**src/rtl/core/hrl_pkg.sv**
```systemverilog
// hrl_pkg: shared types, constants and the hex digit decoder for the
// hex record loader. Depends on nothing; every other file uses it.
`timescale 1ns / 1ps

package hrl_pkg;

    localparam int unsigned ADDR_W        = 16;
    localparam int unsigned DATA_W        = 8;
    localparam int unsigned CHAR_W        = 8;
    localparam int unsigned NIB_W         = 4;
    localparam int unsigned HDR_CNT_W     = 4;
    // Two digits each of count, type and four of address
    localparam logic [HDR_CNT_W-1:0] HEADER_DIGITS = 4'd8;

    localparam logic [CHAR_W-1:0] CHAR_COLON   = 8'h3A;
    localparam logic [CHAR_W-1:0] CHAR_ZERO    = 8'h30;
    localparam logic [CHAR_W-1:0] CHAR_NINE    = 8'h39;
    localparam logic [CHAR_W-1:0] CHAR_UPPER_A = 8'h41;
    localparam logic [CHAR_W-1:0] CHAR_UPPER_F = 8'h46;
    localparam logic [CHAR_W-1:0] CHAR_LOWER_A = 8'h61;
    localparam logic [CHAR_W-1:0] CHAR_LOWER_F = 8'h66;
    localparam logic [CHAR_W-1:0] HEX_TEN      = 8'd10;
    localparam logic [DATA_W-1:0] BYTE_ALL_ONES = 8'hFF;

    // Record type that carries data
    localparam logic [DATA_W-1:0] REC_DATA = 8'h00;

    // Which header byte a completed digit pair belongs to
    typedef enum logic [1:0] {
        HDR_COUNT   = 2'd0,
        HDR_ADDR_HI = 2'd1,
        HDR_ADDR_LO = 2'd2,
        HDR_TYPE    = 2'd3
    } hdr_field_e;

    // Decoded digit: bad flag set when the character is no hex digit
    typedef struct packed {
        logic             bad;
        logic [NIB_W-1:0] value;
    } digit_t;

    // One memory write produced by the parser
    typedef struct packed {
        logic              valid;
        logic [ADDR_W-1:0] address;
        logic [DATA_W-1:0] data;
    } write_t;

    // Parser status seen by the top level
    typedef struct packed {
        logic record_active;
        logic header_done;
        logic pending;
    } parse_status_t;

    function automatic digit_t hex_decode(input logic [CHAR_W-1:0] ch);
        digit_t     d;
        logic [CHAR_W-1:0] v;
        v       = '0;
        d.bad   = 1'b0;
        if (ch >= CHAR_ZERO && ch <= CHAR_NINE)
        begin
            v = ch - CHAR_ZERO;
        end
        else if (ch >= CHAR_UPPER_A && ch <= CHAR_UPPER_F)
        begin
            v = ch - CHAR_UPPER_A + HEX_TEN;
        end
        else if (ch >= CHAR_LOWER_A && ch <= CHAR_LOWER_F)
        begin
            v = ch - CHAR_LOWER_A + HEX_TEN;
        end
        else
        begin
            d.bad = 1'b1;
        end
        d.value = v[NIB_W-1:0];
        return d;
    endfunction

endpackage

```
**src/rtl/core/hrl_char_if.sv**
```systemverilog
// hrl_char_if: character channel, one text character per transaction.
// Depends on hrl_pkg for widths.
`timescale 1ns / 1ps

interface hrl_char_if;
    logic                        valid;
    logic                        ready;
    logic [hrl_pkg::CHAR_W-1:0]  char_code;
    logic                        line_start;

    modport source (output valid, output char_code, output line_start, input ready);
    modport sink   (input valid, input char_code, input line_start, output ready);
endinterface

```
**src/rtl/core/hrl_write_if.sv**
```systemverilog
// hrl_write_if: memory write channel, one address/data pair per transaction.
// Depends on hrl_pkg for widths.
`timescale 1ns / 1ps

interface hrl_write_if;
    logic                        valid;
    logic                        ready;
    logic [hrl_pkg::ADDR_W-1:0]  write_address;
    logic [hrl_pkg::DATA_W-1:0]  write_data;

    modport source (output valid, output write_address, output write_data, input ready);
    modport sink   (input valid, input write_address, input write_data, output ready);
endinterface

```
**src/rtl/core/hrl_parser.sv**
```systemverilog
// hrl_parser: record state and digit pairing, one character per cycle while take is high.
// Depends on hrl_pkg (digit decode, write and status types).
`timescale 1ns / 1ps

module hrl_parser
(
    input  logic                          clk,
    input  logic                          rst_n,
    input  logic                          take,
    input  logic [hrl_pkg::CHAR_W-1:0]    char_code,
    input  logic                          line_start,
    output hrl_pkg::write_t               wr,
    output hrl_pkg::parse_status_t        status
);

    logic                             active_reg, active_next;
    logic [hrl_pkg::HDR_CNT_W-1:0]    seen_reg, seen_next;
    logic                             pending_reg, pending_next;
    logic [hrl_pkg::NIB_W-1:0]        first_reg, first_next;
    logic [hrl_pkg::DATA_W-1:0]       remaining_reg, remaining_next;
    logic [hrl_pkg::ADDR_W-1:0]       addr_reg, addr_next;
    logic [hrl_pkg::DATA_W-1:0]       kind_reg, kind_next;

    hrl_pkg::digit_t                  digit;
    logic [hrl_pkg::DATA_W-1:0]       low_part;
    logic [hrl_pkg::DATA_W-1:0]       full_byte;
    logic                             header_done;
    hrl_pkg::hdr_field_e              field;

    // Decode the character and form the byte a second digit would complete
    always_comb
    begin
        digit       = hrl_pkg::hex_decode(char_code);
        low_part    = digit.bad ? hrl_pkg::BYTE_ALL_ONES
                                : {{(hrl_pkg::DATA_W-hrl_pkg::NIB_W){1'b0}}, digit.value};
        full_byte   = {first_reg, {hrl_pkg::NIB_W{1'b0}}} | low_part;
        header_done = (seen_reg >= hrl_pkg::HEADER_DIGITS);
        field       = hrl_pkg::hdr_field_e'(seen_reg[2:1]);
    end

    // Next state and write for the current character
    always_comb
    begin
        active_next    = active_reg;
        seen_next      = seen_reg;
        pending_next   = pending_reg;
        first_next     = first_reg;
        remaining_next = remaining_reg;
        addr_next      = addr_reg;
        kind_next      = kind_reg;
        wr.valid       = 1'b0;
        wr.address     = addr_reg;
        wr.data        = full_byte;

        if (line_start)
        begin
            // Any line start ends the record; a colon opens a new one
            active_next  = (char_code == hrl_pkg::CHAR_COLON);
            seen_next    = '0;
            pending_next = 1'b0;
        end
        else if (active_reg)
        begin
            if (!header_done)
            begin
                seen_next = seen_reg + 1'b1;
                if (!pending_reg)
                begin
                    first_next   = digit.value | {hrl_pkg::NIB_W{digit.bad}};
                    pending_next = 1'b1;
                end
                else
                begin
                    pending_next = 1'b0;
                    unique case (field) inside
                        hrl_pkg::HDR_COUNT:   remaining_next = full_byte;
                        hrl_pkg::HDR_ADDR_HI,
                        hrl_pkg::HDR_ADDR_LO: addr_next = {addr_reg[hrl_pkg::DATA_W-1:0],
                                                           full_byte};
                        hrl_pkg::HDR_TYPE:    kind_next = full_byte;
                        default:              kind_next = kind_reg;
                    endcase
                end
            end
            else if (kind_reg == hrl_pkg::REC_DATA && remaining_reg != '0)
            begin
                if (!pending_reg)
                begin
                    first_next   = digit.value | {hrl_pkg::NIB_W{digit.bad}};
                    pending_next = 1'b1;
                end
                else
                begin
                    // Emit the byte and advance the address, wrapping at 16 bits
                    pending_next   = 1'b0;
                    wr.valid       = 1'b1;
                    addr_next      = addr_reg + 1'b1;
                    remaining_next = remaining_reg - 1'b1;
                end
            end
        end
    end

    // Hold state until a character is taken
    always_ff @(posedge clk or negedge rst_n)
    begin
        if (!rst_n)
        begin
            active_reg    <= 1'b0;
            seen_reg      <= '0;
            pending_reg   <= 1'b0;
            first_reg     <= '0;
            remaining_reg <= '0;
            addr_reg      <= '0;
            kind_reg      <= '0;
        end
        else if (take)
        begin
            active_reg    <= active_next;
            seen_reg      <= seen_next;
            pending_reg   <= pending_next;
            first_reg     <= first_next;
            remaining_reg <= remaining_next;
            addr_reg      <= addr_next;
            kind_reg      <= kind_next;
        end
    end

    assign status.record_active = active_reg;
    assign status.header_done   = header_done;
    assign status.pending       = pending_reg;

endmodule

```
**src/rtl/core/hex_record_loader.sv**
```systemverilog
// hex_record_loader: top level, parses Intel HEX text into memory writes.
// Depends on hrl_pkg, hrl_char_if, hrl_write_if and hrl_parser.
//
// Usage:
//   chars  - sink of text characters; line_start marks the first character
//            of each line. A record opens when that character is a colon.
//   writes - source of memory writes, one per data byte of a type 0 record.
// Timing:
//   One character is taken per cycle while chars.ready is high. A write
//   appears on writes in the cycle after the character completing its byte;
//   the parser state and the output register are the only stages.
//   The output register holds a write while the receiver stalls; chars stays
//   ready as long as that register is empty or being emptied in the same
//   cycle, so a full-rate stream runs at one character per cycle whenever
//   writes.ready is high.
// Reset:
//   rst_n clears the record state and the output valid; characters are then
//   ignored until a line start that carries a colon.
// Checksum digits, lines without a colon and characters after the data
// produce no writes.
`timescale 1ns / 1ps

module hex_record_loader
(
    input  logic         clk,
    input  logic         rst_n,
    hrl_char_if.sink     chars,
    hrl_write_if.source  writes
);

    hrl_pkg::write_t                 wr;
    hrl_pkg::parse_status_t          status;
    logic                            take;
    logic                            out_valid_reg, out_valid_next;
    logic [hrl_pkg::ADDR_W-1:0]      out_addr_reg;
    logic [hrl_pkg::DATA_W-1:0]      out_data_reg;

    // Accept while the output register is free or draining
    assign chars.ready = !out_valid_reg || writes.ready;
    assign take        = chars.valid && chars.ready;

    hrl_parser u_parser
    (
        .clk        (clk),
        .rst_n      (rst_n),
        .take       (take),
        .char_code  (chars.char_code),
        .line_start (chars.line_start),
        .wr         (wr),
        .status     (status)
    );

    // Load a write or drop valid once it is taken
    always_comb
    begin
        out_valid_next = out_valid_reg;
        if (take && wr.valid)
        begin
            out_valid_next = 1'b1;
        end
        else if (writes.ready)
        begin
            out_valid_next = 1'b0;
        end
    end

    always_ff @(posedge clk or negedge rst_n)
    begin
        if (!rst_n)
        begin
            out_valid_reg <= 1'b0;
        end
        else
        begin
            out_valid_reg <= out_valid_next;
        end
    end

    always_ff @(posedge clk)
    begin
        if (take && wr.valid)
        begin
            out_addr_reg <= wr.address;
            out_data_reg <= wr.data;
        end
    end

    assign writes.valid         = out_valid_reg;
    assign writes.write_address = out_addr_reg;
    assign writes.write_data    = out_data_reg;

    // A write only comes from a second data digit of an open record
    assert property (@(posedge clk) disable iff (!rst_n)
        (take && wr.valid) |-> (status.record_active && status.header_done
                                && status.pending && !chars.line_start))
    else $error("write produced outside the data field of a record");

    // A line start never leaves a fresh write behind it
    assert property (@(posedge clk) disable iff (!rst_n)
        (take && chars.line_start && !(out_valid_reg && !writes.ready))
            |=> !writes.valid)
    else $error("write produced by a line start");

    // A completed byte never overwrites a write still waiting
    assert property (@(posedge clk) disable iff (!rst_n)
        (out_valid_reg && !writes.ready) |-> !take)
    else $error("character taken while the output register is blocked");

endmodule
```
**src/flat_wrapper.sv**
```systemverilog
// flat-port wrapper written by rule: the top's interface ports become plain ports
module hex_record_loader_flat 
  (clk, rst_n, chars_valid, chars_char_code, chars_line_start, chars_ready, writes_valid, writes_write_address, writes_write_data, writes_ready);
  hrl_char_if chars_i ();
  hrl_write_if writes_i ();
  input  logic clk;
  input  logic rst_n;
  input wire logic [$bits(chars_i.valid)-1:0] chars_valid;
  input wire logic [$bits(chars_i.char_code)-1:0] chars_char_code;
  input wire logic [$bits(chars_i.line_start)-1:0] chars_line_start;
  output wire logic [$bits(chars_i.ready)-1:0] chars_ready;
  output wire logic [$bits(writes_i.valid)-1:0] writes_valid;
  output wire logic [$bits(writes_i.write_address)-1:0] writes_write_address;
  output wire logic [$bits(writes_i.write_data)-1:0] writes_write_data;
  input wire logic [$bits(writes_i.ready)-1:0] writes_ready;
  assign chars_i.valid = chars_valid;
  assign chars_i.char_code = chars_char_code;
  assign chars_i.line_start = chars_line_start;
  assign chars_ready = chars_i.ready;
  assign writes_valid = writes_i.valid;
  assign writes_write_address = writes_i.write_address;
  assign writes_write_data = writes_i.write_data;
  assign writes_i.ready = writes_ready;
  hex_record_loader u_core (.clk(clk), .rst_n(rst_n), .chars(chars_i), .writes(writes_i));
endmodule
```
**config.mk**
```make
export PLATFORM = sky130hd
export DESIGN_NAME = hex_record_loader_flat
export DESIGN_NICKNAME = d
export VERILOG_FILES = /design/src/rtl/core/hrl_pkg.sv /design/src/rtl/core/hrl_char_if.sv /design/src/rtl/core/hrl_write_if.sv /design/src/rtl/core/hrl_parser.sv /design/src/rtl/core/hex_record_loader.sv /design/src/flat_wrapper.sv
export SDC_FILE = /design/constraint.sdc
export NUM_CORES = 1
export LEC_CHECK = 0
export CORE_MARGIN = 2
export CORE_UTILIZATION = 61
export DETAILED_ROUTE_END_ITERATION = 8
export DONT_BUFFER_PORTS = 1
export PLACE_DENSITY = 0.78
export SYNTH_ARGS = -nofsm -noshare
export SYNTH_HDL_FRONTEND = slang
export SYNTH_SLANG_ARGS = --single-unit
```
**constraint.sdc**
```tcl
create_clock -name clk -period 3.4 [get_ports clk]
set_input_delay 0.51 -clock clk [delete_from_list [all_inputs] [get_ports clk]]
set_output_delay 0.51 -clock clk [all_outputs]
set_load 0.01 [all_outputs]
```
==> impl_metrics.csv, run 1 <==
group,metric,value,unit
status,status,"completed",
place,hpwl,5274,µm
job,cap_viol_max_count,0,
routing,routedWlPerCell,18.66,µm
clock_tree,cts_resized,0,
clock_tree,htree_levels,3,
critical_path,cp.arrival,2.65,ns
grt,gr-usage-all-layers,0.2605,
cells_and_area,drive_gt1_frac,0.1298,
critical_path,crit_top_cell,"inv_1",
timing,finalSetupViolations,0,
yosys,yosys_warnings,0,
timing,fin_crit_sh,0.7111,
routing,dr_total_vias,2715,
grt,first_global_vias,2579,
floorplanning,fp.dieW,80.12,µm
routing,wl_met3,535,µm
timing,hold_violations,0,
floorplanning,num_rows,27,
routing,drc,0,
place,gp_congestion,0.8675,
cells_and_area,layout_common_cells,"dfrtp_1, inv_1, edfxtp_1",
clock_tree,cts_sinks,67,
grt,grt_pass1_wl,12590,µm
timing,finalClockSkew,0.008900,ns
routing,drt-met1-wl,3364,µm
timing,drv_slew,0,
place,port_buffers,0,
routing,routed_wl,7670,µm
clock_tree,holdBufCountCts,2,
floorplanning,die_area,6419,µm²
critical_path,end_kind,"flop",
floorplanning,num_io_pins,39,
power,power_leakage,0.001566,µW
floorplanning,die_h,80.12,µm
cells_and_area,area_growth,8.106,%
routing,ant_nets,0,
yosys,synth_ff_type,"dfrtp_1",
cells_and_area,layout_commonest_cell,"dfrtp_1",
yosys,syn_inst,333,
critical_path,path_cells,"inv_1, ha_1, inv_1, a2111o_1, nand2b_1, a221o_1",
clock_tree,clk_latency,0.35,ns
yosys,avgSynthCellArea,10.61,µm²
timing,worstMarginPinSlew,0.6168,ns
critical_path,critPathMaxStageDelay,0.56,ns
critical_path,crit_required,3.63,ns
timing,period_needed,2.418,ns
timing,rsz0062_at_grt,"false",
yosys,syn-cell-area,3535,µm²
power,power,1613,µW
yosys,synthesis.nets,357,
routing,highest-signal-layer,"met4",
yosys,yosys.cell_types.count,62,
timing,fin_tns_setup,0,ns
power,p_per_area,422.0,nW/µm²
critical_path,path_class,"flop to flop",
timing,max_freq,413.6,MHz
routing,vias_per_cell,6.606,
hold_path,min-delay-path-class,"primary input to flop",
critical_path,critPathMaxFanout,14,
routing,drt_iter0_drc,258,
clock_tree,post-cts-setup-buffer-count,0,
cells_and_area,layout.nets,358,
clock_tree,cts-buffers-inserted,9,
yosys,seq_area_frac_synth,0.5083,
critical_path,slowest_stage,"a2111o_1",
clock_tree,cts_tree,"built",
cells_and_area,antennaDiodeCount,0,
critical_path,crit_family,"compound AO/OA/AOI/OAI gates",
routing,first_pass_iters,5,
power,irDropWorstVdd,0.2986,mV
clock_tree,cts_root_buf,"clkbuf_8",
clock_tree,path_clk_slew,0.07,ns
yosys,ys_seq_elements,67,
routing,wl_met2,3659,µm
floorplanning,core_area,5540,µm²
critical_path,cp_num_buf_inv,2,
yosys,synth-edff-count,24,
floorplanning,start_util,0.6380,
timing,relSlewSlack,0.5888,
clock_tree,clockBufferDepth,2,
critical_path,start_kind,"flop",
grt,grt_max_degree,44,
grt,overflow,0,
yosys,ys_async_sr_fraction,0.6418,
grt,antenna_found_initial,0,
-- worst paths after layout --
kind                                                      to                        start  cells past startpoint  slack [ns]
worst max-delay path             u_core.u_parser.addr_reg[8]  u_core.u_parser.seen_reg[1]                      6        0.98
min in group asynchronous       u_core.u_parser.first_reg[1]                        rst_n                      2        0.66
worst max register to register   u_core.u_parser.addr_reg[8]  u_core.u_parser.seen_reg[1]                      6        0.98
max in group asynchronous        u_core.u_parser.addr_reg[6]                        rst_n                      2        2.53
worst min register to register   u_core.u_parser.kind_reg[3]  u_core.u_parser.kind_reg[3]                      2        0.50
worst min-delay path              u_core.u_parser.active_reg           chars_char_code[2]                      1        0.25
-- where the power goes --
part	switching (µW)	internal (µW)	total (µW)	leakage (µW)
logic	28.6	16.7	45.3	0.000669
clock network	318	411	729	0.000113
registers	3.04	835	838	0.000784
-- metrics by stage --
| step | area, µm² | util | std cells | hold WS [ns] | worst slack, ns |
|---|---|---|---|---|---|
| 2_1_floorplan | 3535 | - | 333 | 0.2144 | 1.339 |
| 3_3_place_gp | 3567 | 0.6439 | 393 | 0.2162 | 1.093 |
| 3_5_place_dp | 3567 | 0.6439 | 393 | 0.2157 | 1.012 |
| 4_1_cts | 3821 | 0.6897 | 411 | 0.2418 | 0.9988 |
| 5_1_grt | 3821 | 0.6897 | 411 | 0.2409 | 0.8568 |
| 6_report | 3821 | 0.6897 | 411 | 0.2505 | 0.9824 |
-- synthesized netlist by cell type, drive strengths merged (9+ instances only) --
master / count / area [µm²]
ha: 11 / 137.6
o21ai: 17 / 85.08
edfxtp: 24 / 720.7
nor3: 13 / 80.08
nor2: 18 / 67.56
o31ai: 14 / 105.1
a31oi: 9 / 56.30
dfrtp: 43 / 1076
mux2: 10 / 112.6
nand2: 22 / 82.58
inv: 26 / 97.60
nand3: 13 / 70.07
-- per-layer routing --
| metal | global-route usage | up-vias |
|---|---|---|
| met2 | 0.4025 | 120 |
| li1 | - | 1250 |
| met3 | 0.05056 | 11 |
| met5 | 0 | - |
| met4 | 0.1407 | 0 |
| met1 | 0.3476 | 1334 |
-- layout make-up --
type | instances | area [µm²]
well taps | 72 | 90.09
fillers | 427 | 1719
inverters | 27 | 101.3
repair buffers | 5 | 60.06
flip-flops and latches | 67 | 1797
clock buffers | 9 | 123.9
multi-input cells | 224 | 1556
clock inverters | 7 | 92.59
-- logic make-up after synthesis --
kind of cell | synth area share
and+or+nand+nor | 0.1731
AOI/OAI and AO/OA | 0.1830
DFF | 0.5083
buffers and inverters | 0.05133
muxes | 0.04035
adders and majority gates | 0.03894
xor gates and xnor gates | 0.004957
-- worst register-to-register path, stage by stage (launching register included) --
cell,delay [ns]
dfrtp_1,0.40
inv_1,0.08
ha_1,0.32
inv_1,0.05
a2111o_1,0.56
nand2b_1,0.45
a221o_1,0.46
No activity file was read; power rests on OpenSTA's default activity.
==> run 2: changes to the inputs <==
--- a/config.mk
+++ b/config.mk
@@ -5,6 +5,7 @@
 export SDC_FILE = /design/constraint.sdc
 export NUM_CORES = 1
 export LEC_CHECK = 0
+export ABC_AREA = 1
 export CORE_MARGIN = 2
 export CORE_UTILIZATION = 61
 export DETAILED_ROUTE_END_ITERATION = 8
==> constraint.sdc (replaced) <==
create_clock -name clk -period 2.45 [get_ports clk]
set_input_delay 0.3675 -clock clk [delete_from_list [all_inputs] [get_ports clk]]
set_output_delay 0.3675 -clock clk [all_outputs]
set_load 0.01 [all_outputs]
==> impl_metrics.csv, run 2 <==
group,metric,value,unit
status,status,"completed",
job,cap_viol_max_count,0,
yosys,yosys.cell_types.count,37,
floorplanning,num_rows,27,
grt,grt_pass1_wl,13080,µm
critical_path,cp.arrival,2.17,ns
timing,relSlewSlack,0.7067,
critical_path,cp_num_buf_inv,0,
yosys,yosys.area_share.simple,0.2919,
clock_tree,post-cts-setup-buffer-count,0,
yosys,synthesis.nets,459,
timing,worstMarginPinSlew,0.4383,ns
critical_path,regToRegSetupSlack,0.50,ns
timing,hold_violations,0,
timing,finalClockSkew,0.009950,ns
yosys,synth_top_area_share,0.2985,
cells_and_area,area_growth,10.03,%
hold_path,min-delay-path-class,"primary input to flop",
cells_and_area,layout_common_cells,"nand2_1, o21ai_0, dfrtp_1",
yosys,synthXorXnorAreaFrac,0.01701,
yosys,syn-cell-area,3605,µm²
floorplanning,core_area,5608,µm²
power,p_per_area,660.6,nW/µm²
place,gp_congestion,0.9000,
yosys,synth_fa_ha_area_frac,0.03818,
yosys,synthTopCellsByCount,"nand2_1, dfrtp_1, o21ai_0",
timing,setup_ws,0.5049,ns
critical_path,path_cells,"nor2_1, nand3_1, nor2_1, nand2_1, nand2_1, nand2_4, nor2_2, o21ai_0",
yosys,avgSynthCellArea,8.287,µm²
power,power_leakage,0.001821,µW
timing,fin_crit_sh,0.7939,
grt,first_global_vias,2769,
hold_path,hold_depth,3,
critical_path,end_kind,"flop",
critical_path,rr_worst_depth,8,
yosys,synth_ff_type,"dfrtp_1",
grt,antenna_found_initial,0,
floorplanning,fp.dieW,80.87,µm
clock_tree,path_clk_slew,0.08,ns
clock_tree,clk_latency,0.35,ns
yosys,yosysMostFrequentCell,"nand2_1",
yosys,muxShareOfSynthArea,0,
power,irDropWorstVdd,0.3323,mV
clock_tree,clockBufferDepth,2,
place,hpwl,5196,µm
power,intPower,2042,µW
floorplanning,start_util,0.6428,
critical_path,r2r_end,"u_core.u_parser.remaining_reg[5]",
timing,rsz0062_at_grt,"false",
yosys,yosys_warnings,0,
power,p_switching,577.9,µW
critical_path,start_kind,"flop",
yosys,seq_area_frac_synth,0.4984,
critical_path,slowest_stage,"nor2_2",
floorplanning,num_io_pins,39,
timing,max_freq,514.1,MHz
power,combPwrFrac,0.062,
hold_path,min-delay-start,"chars_char_code[2]",
timing,period_needed,1.945,ns
power,power_frac_seq,0.475,
yosys,syn_inst,435,
yosys,ys_top_cells_by_area,"dfrtp_1, edfxtp_1, nand2_1",
routing,drt_iter0_drc,236,
routing,dr_total_vias,2942,
critical_path,crit_required,2.67,ns
routing,first_pass_iters,5,
routing,drc,0,
routing,ant_nets,0,
cells_and_area,layout.nets,465,
yosys,yosys.area.top_type,"dfrtp_1",
critical_path,r2r-start,"u_core.u_parser.kind_reg[5]",
power,switching_share,0.2206,
grt,overflow,0,
cells_and_area,layout_commonest_cell,"nand2_1",
critical_path,crit_family,"simple AND/OR/NAND/NOR gates",
place,dp_slack,0.5502,ns
power,power,2620,µW
critical_path,path_class,"flop to flop",
critical_path,critPathMaxFanout,23,
routing,routed_wl,7722,µm
timing,fin_tns_setup,0,ns
place,port_buffers,0,
clock_tree,cts_resized,0,
routing,vias_per_cell,5.680,
yosys,ys_async_sr_fraction,0.6418,
timing,drv_slew,0,
clock_tree,htree_levels,3,
cells_and_area,fill_cells,426,
grt,gr-usage-all-layers,0.2654,
clock_tree,cts_sinks,67,
floorplanning,die_area,6540,µm²
yosys,ys_seq_elements,67,
power,power_frac_clock,0.463,
critical_path,critPathMaxStageDelay,0.39,ns
cells_and_area,antennaDiodeCount,0,
floorplanning,die_h,80.87,µm
yosys,synth_compound_area_frac,0.09059,
clock_tree,holdBufCountCts,2,
clock_tree,cts_root_buf,"clkbuf_8",
cells_and_area,regArea,1797,µm²
timing,finalSetupViolations,0,
cells_and_area,drive_gt1_frac,0.08520,
hold_path,worstHoldEndpoint,"u_core.u_parser.active_reg",
cells_and_area,multi_input_comb_area,1589,µm²
clock_tree,cts_tree,"built",
yosys,synth_top_family_by_area,"simple AND/OR/NAND/NOR gates",
routing,routedWlPerCell,14.91,µm
clock_tree,cts-buffers-inserted,9,
grt,grt_max_degree,44,
yosys,synth-edff-count,24,
## run 2: cell count changes after synthesis, sizes merged, moves of 7 or more
cell    delta
nand3     +20
mux2      -10
and3       -7
nor2      +20
clkbuf     -7
o31ai     -13
o21ai     +28
a31oi      -7
nand2    +121
inv       +18
nor3       -9
nand2b     -7
## run 2: layer usage
layer,track usage,part of all wire,vias up
met5,0,0,-
met3,0.06222,0.064,16
li1,-,-,1432
met1,0.3554,0.45,1375
met2,0.4223,0.47,119
met4,0.1000,0.016,0
## run 2: tightest hold or removal path: stages
cell and delay (ns):
nor2_1 0.02, nand4_1 0.07, o21ai_0 0.09
## run 2: kinds of logic after synthesis
logic type | Yosys count
fa+ha+maj | 11
buf+inv | 54
xor+xnor | 7
flops | 67
compound gates | 62
simple gates | 234
## run 2: layout make-up
type | count | area share
Multi-Input combinational cell | 314 | 0.4006
Tap cell | 72 | 0.02271
Inverter | 44 | 0.04164
Clock inverter | 6 | 0.03470
Sequential cell | 67 | 0.4530
Timing Repair Buffer | 5 | 0.01514
Clock buffer | 10 | 0.03218
## run 2: through the flow
| stage | hold WS, ns | cells | util | instance area (µm²) |
|---|---|---|---|---|
| detailed placement | 0.07283 | 500 | 0.6533 | 3664 |
| CTS | 0.2388 | 518 | 0.7073 | 3966 |
| finish | 0.2454 | 518 | 0.7073 | 3966 |
| global route | 0.2787 | 518 | 0.7073 | 3966 |
| global placement | 0.07269 | 500 | 0.6533 | 3664 |
| floorplan | 0.07191 | 435 | - | 3610 |
## run 2: worst max-delay path by stage
stage	start	endpoint	cells past startpoint
after floorplan	u_core.writes.valid	u_core.writes.write_address[0]	5
after global placement	u_core.writes.valid	u_core.writes.write_address[15]	6
after detailed placement	u_core.writes.valid	u_core.writes.write_address[9]	6
after CTS	u_core.writes.valid	u_core.writes.write_data[7]	6
after global routing	u_core.u_parser.kind_reg[5]	u_core.u_parser.remaining_reg[0]	8
final	u_core.u_parser.kind_reg[5]	u_core.u_parser.remaining_reg[5]	8
## run 2: power groups by stage
stage | logic [µW] | registers (µW) | clock network (µW)
finish | 163 | 1240 | 1210
global route | 190 | 1250 | 1280
CTS | 163 | 1240 | 1230
detailed placement | 139 | 1270 | 0
global placement | 133 | 1260 | 0
floorplan | 113 | 1250 | 0
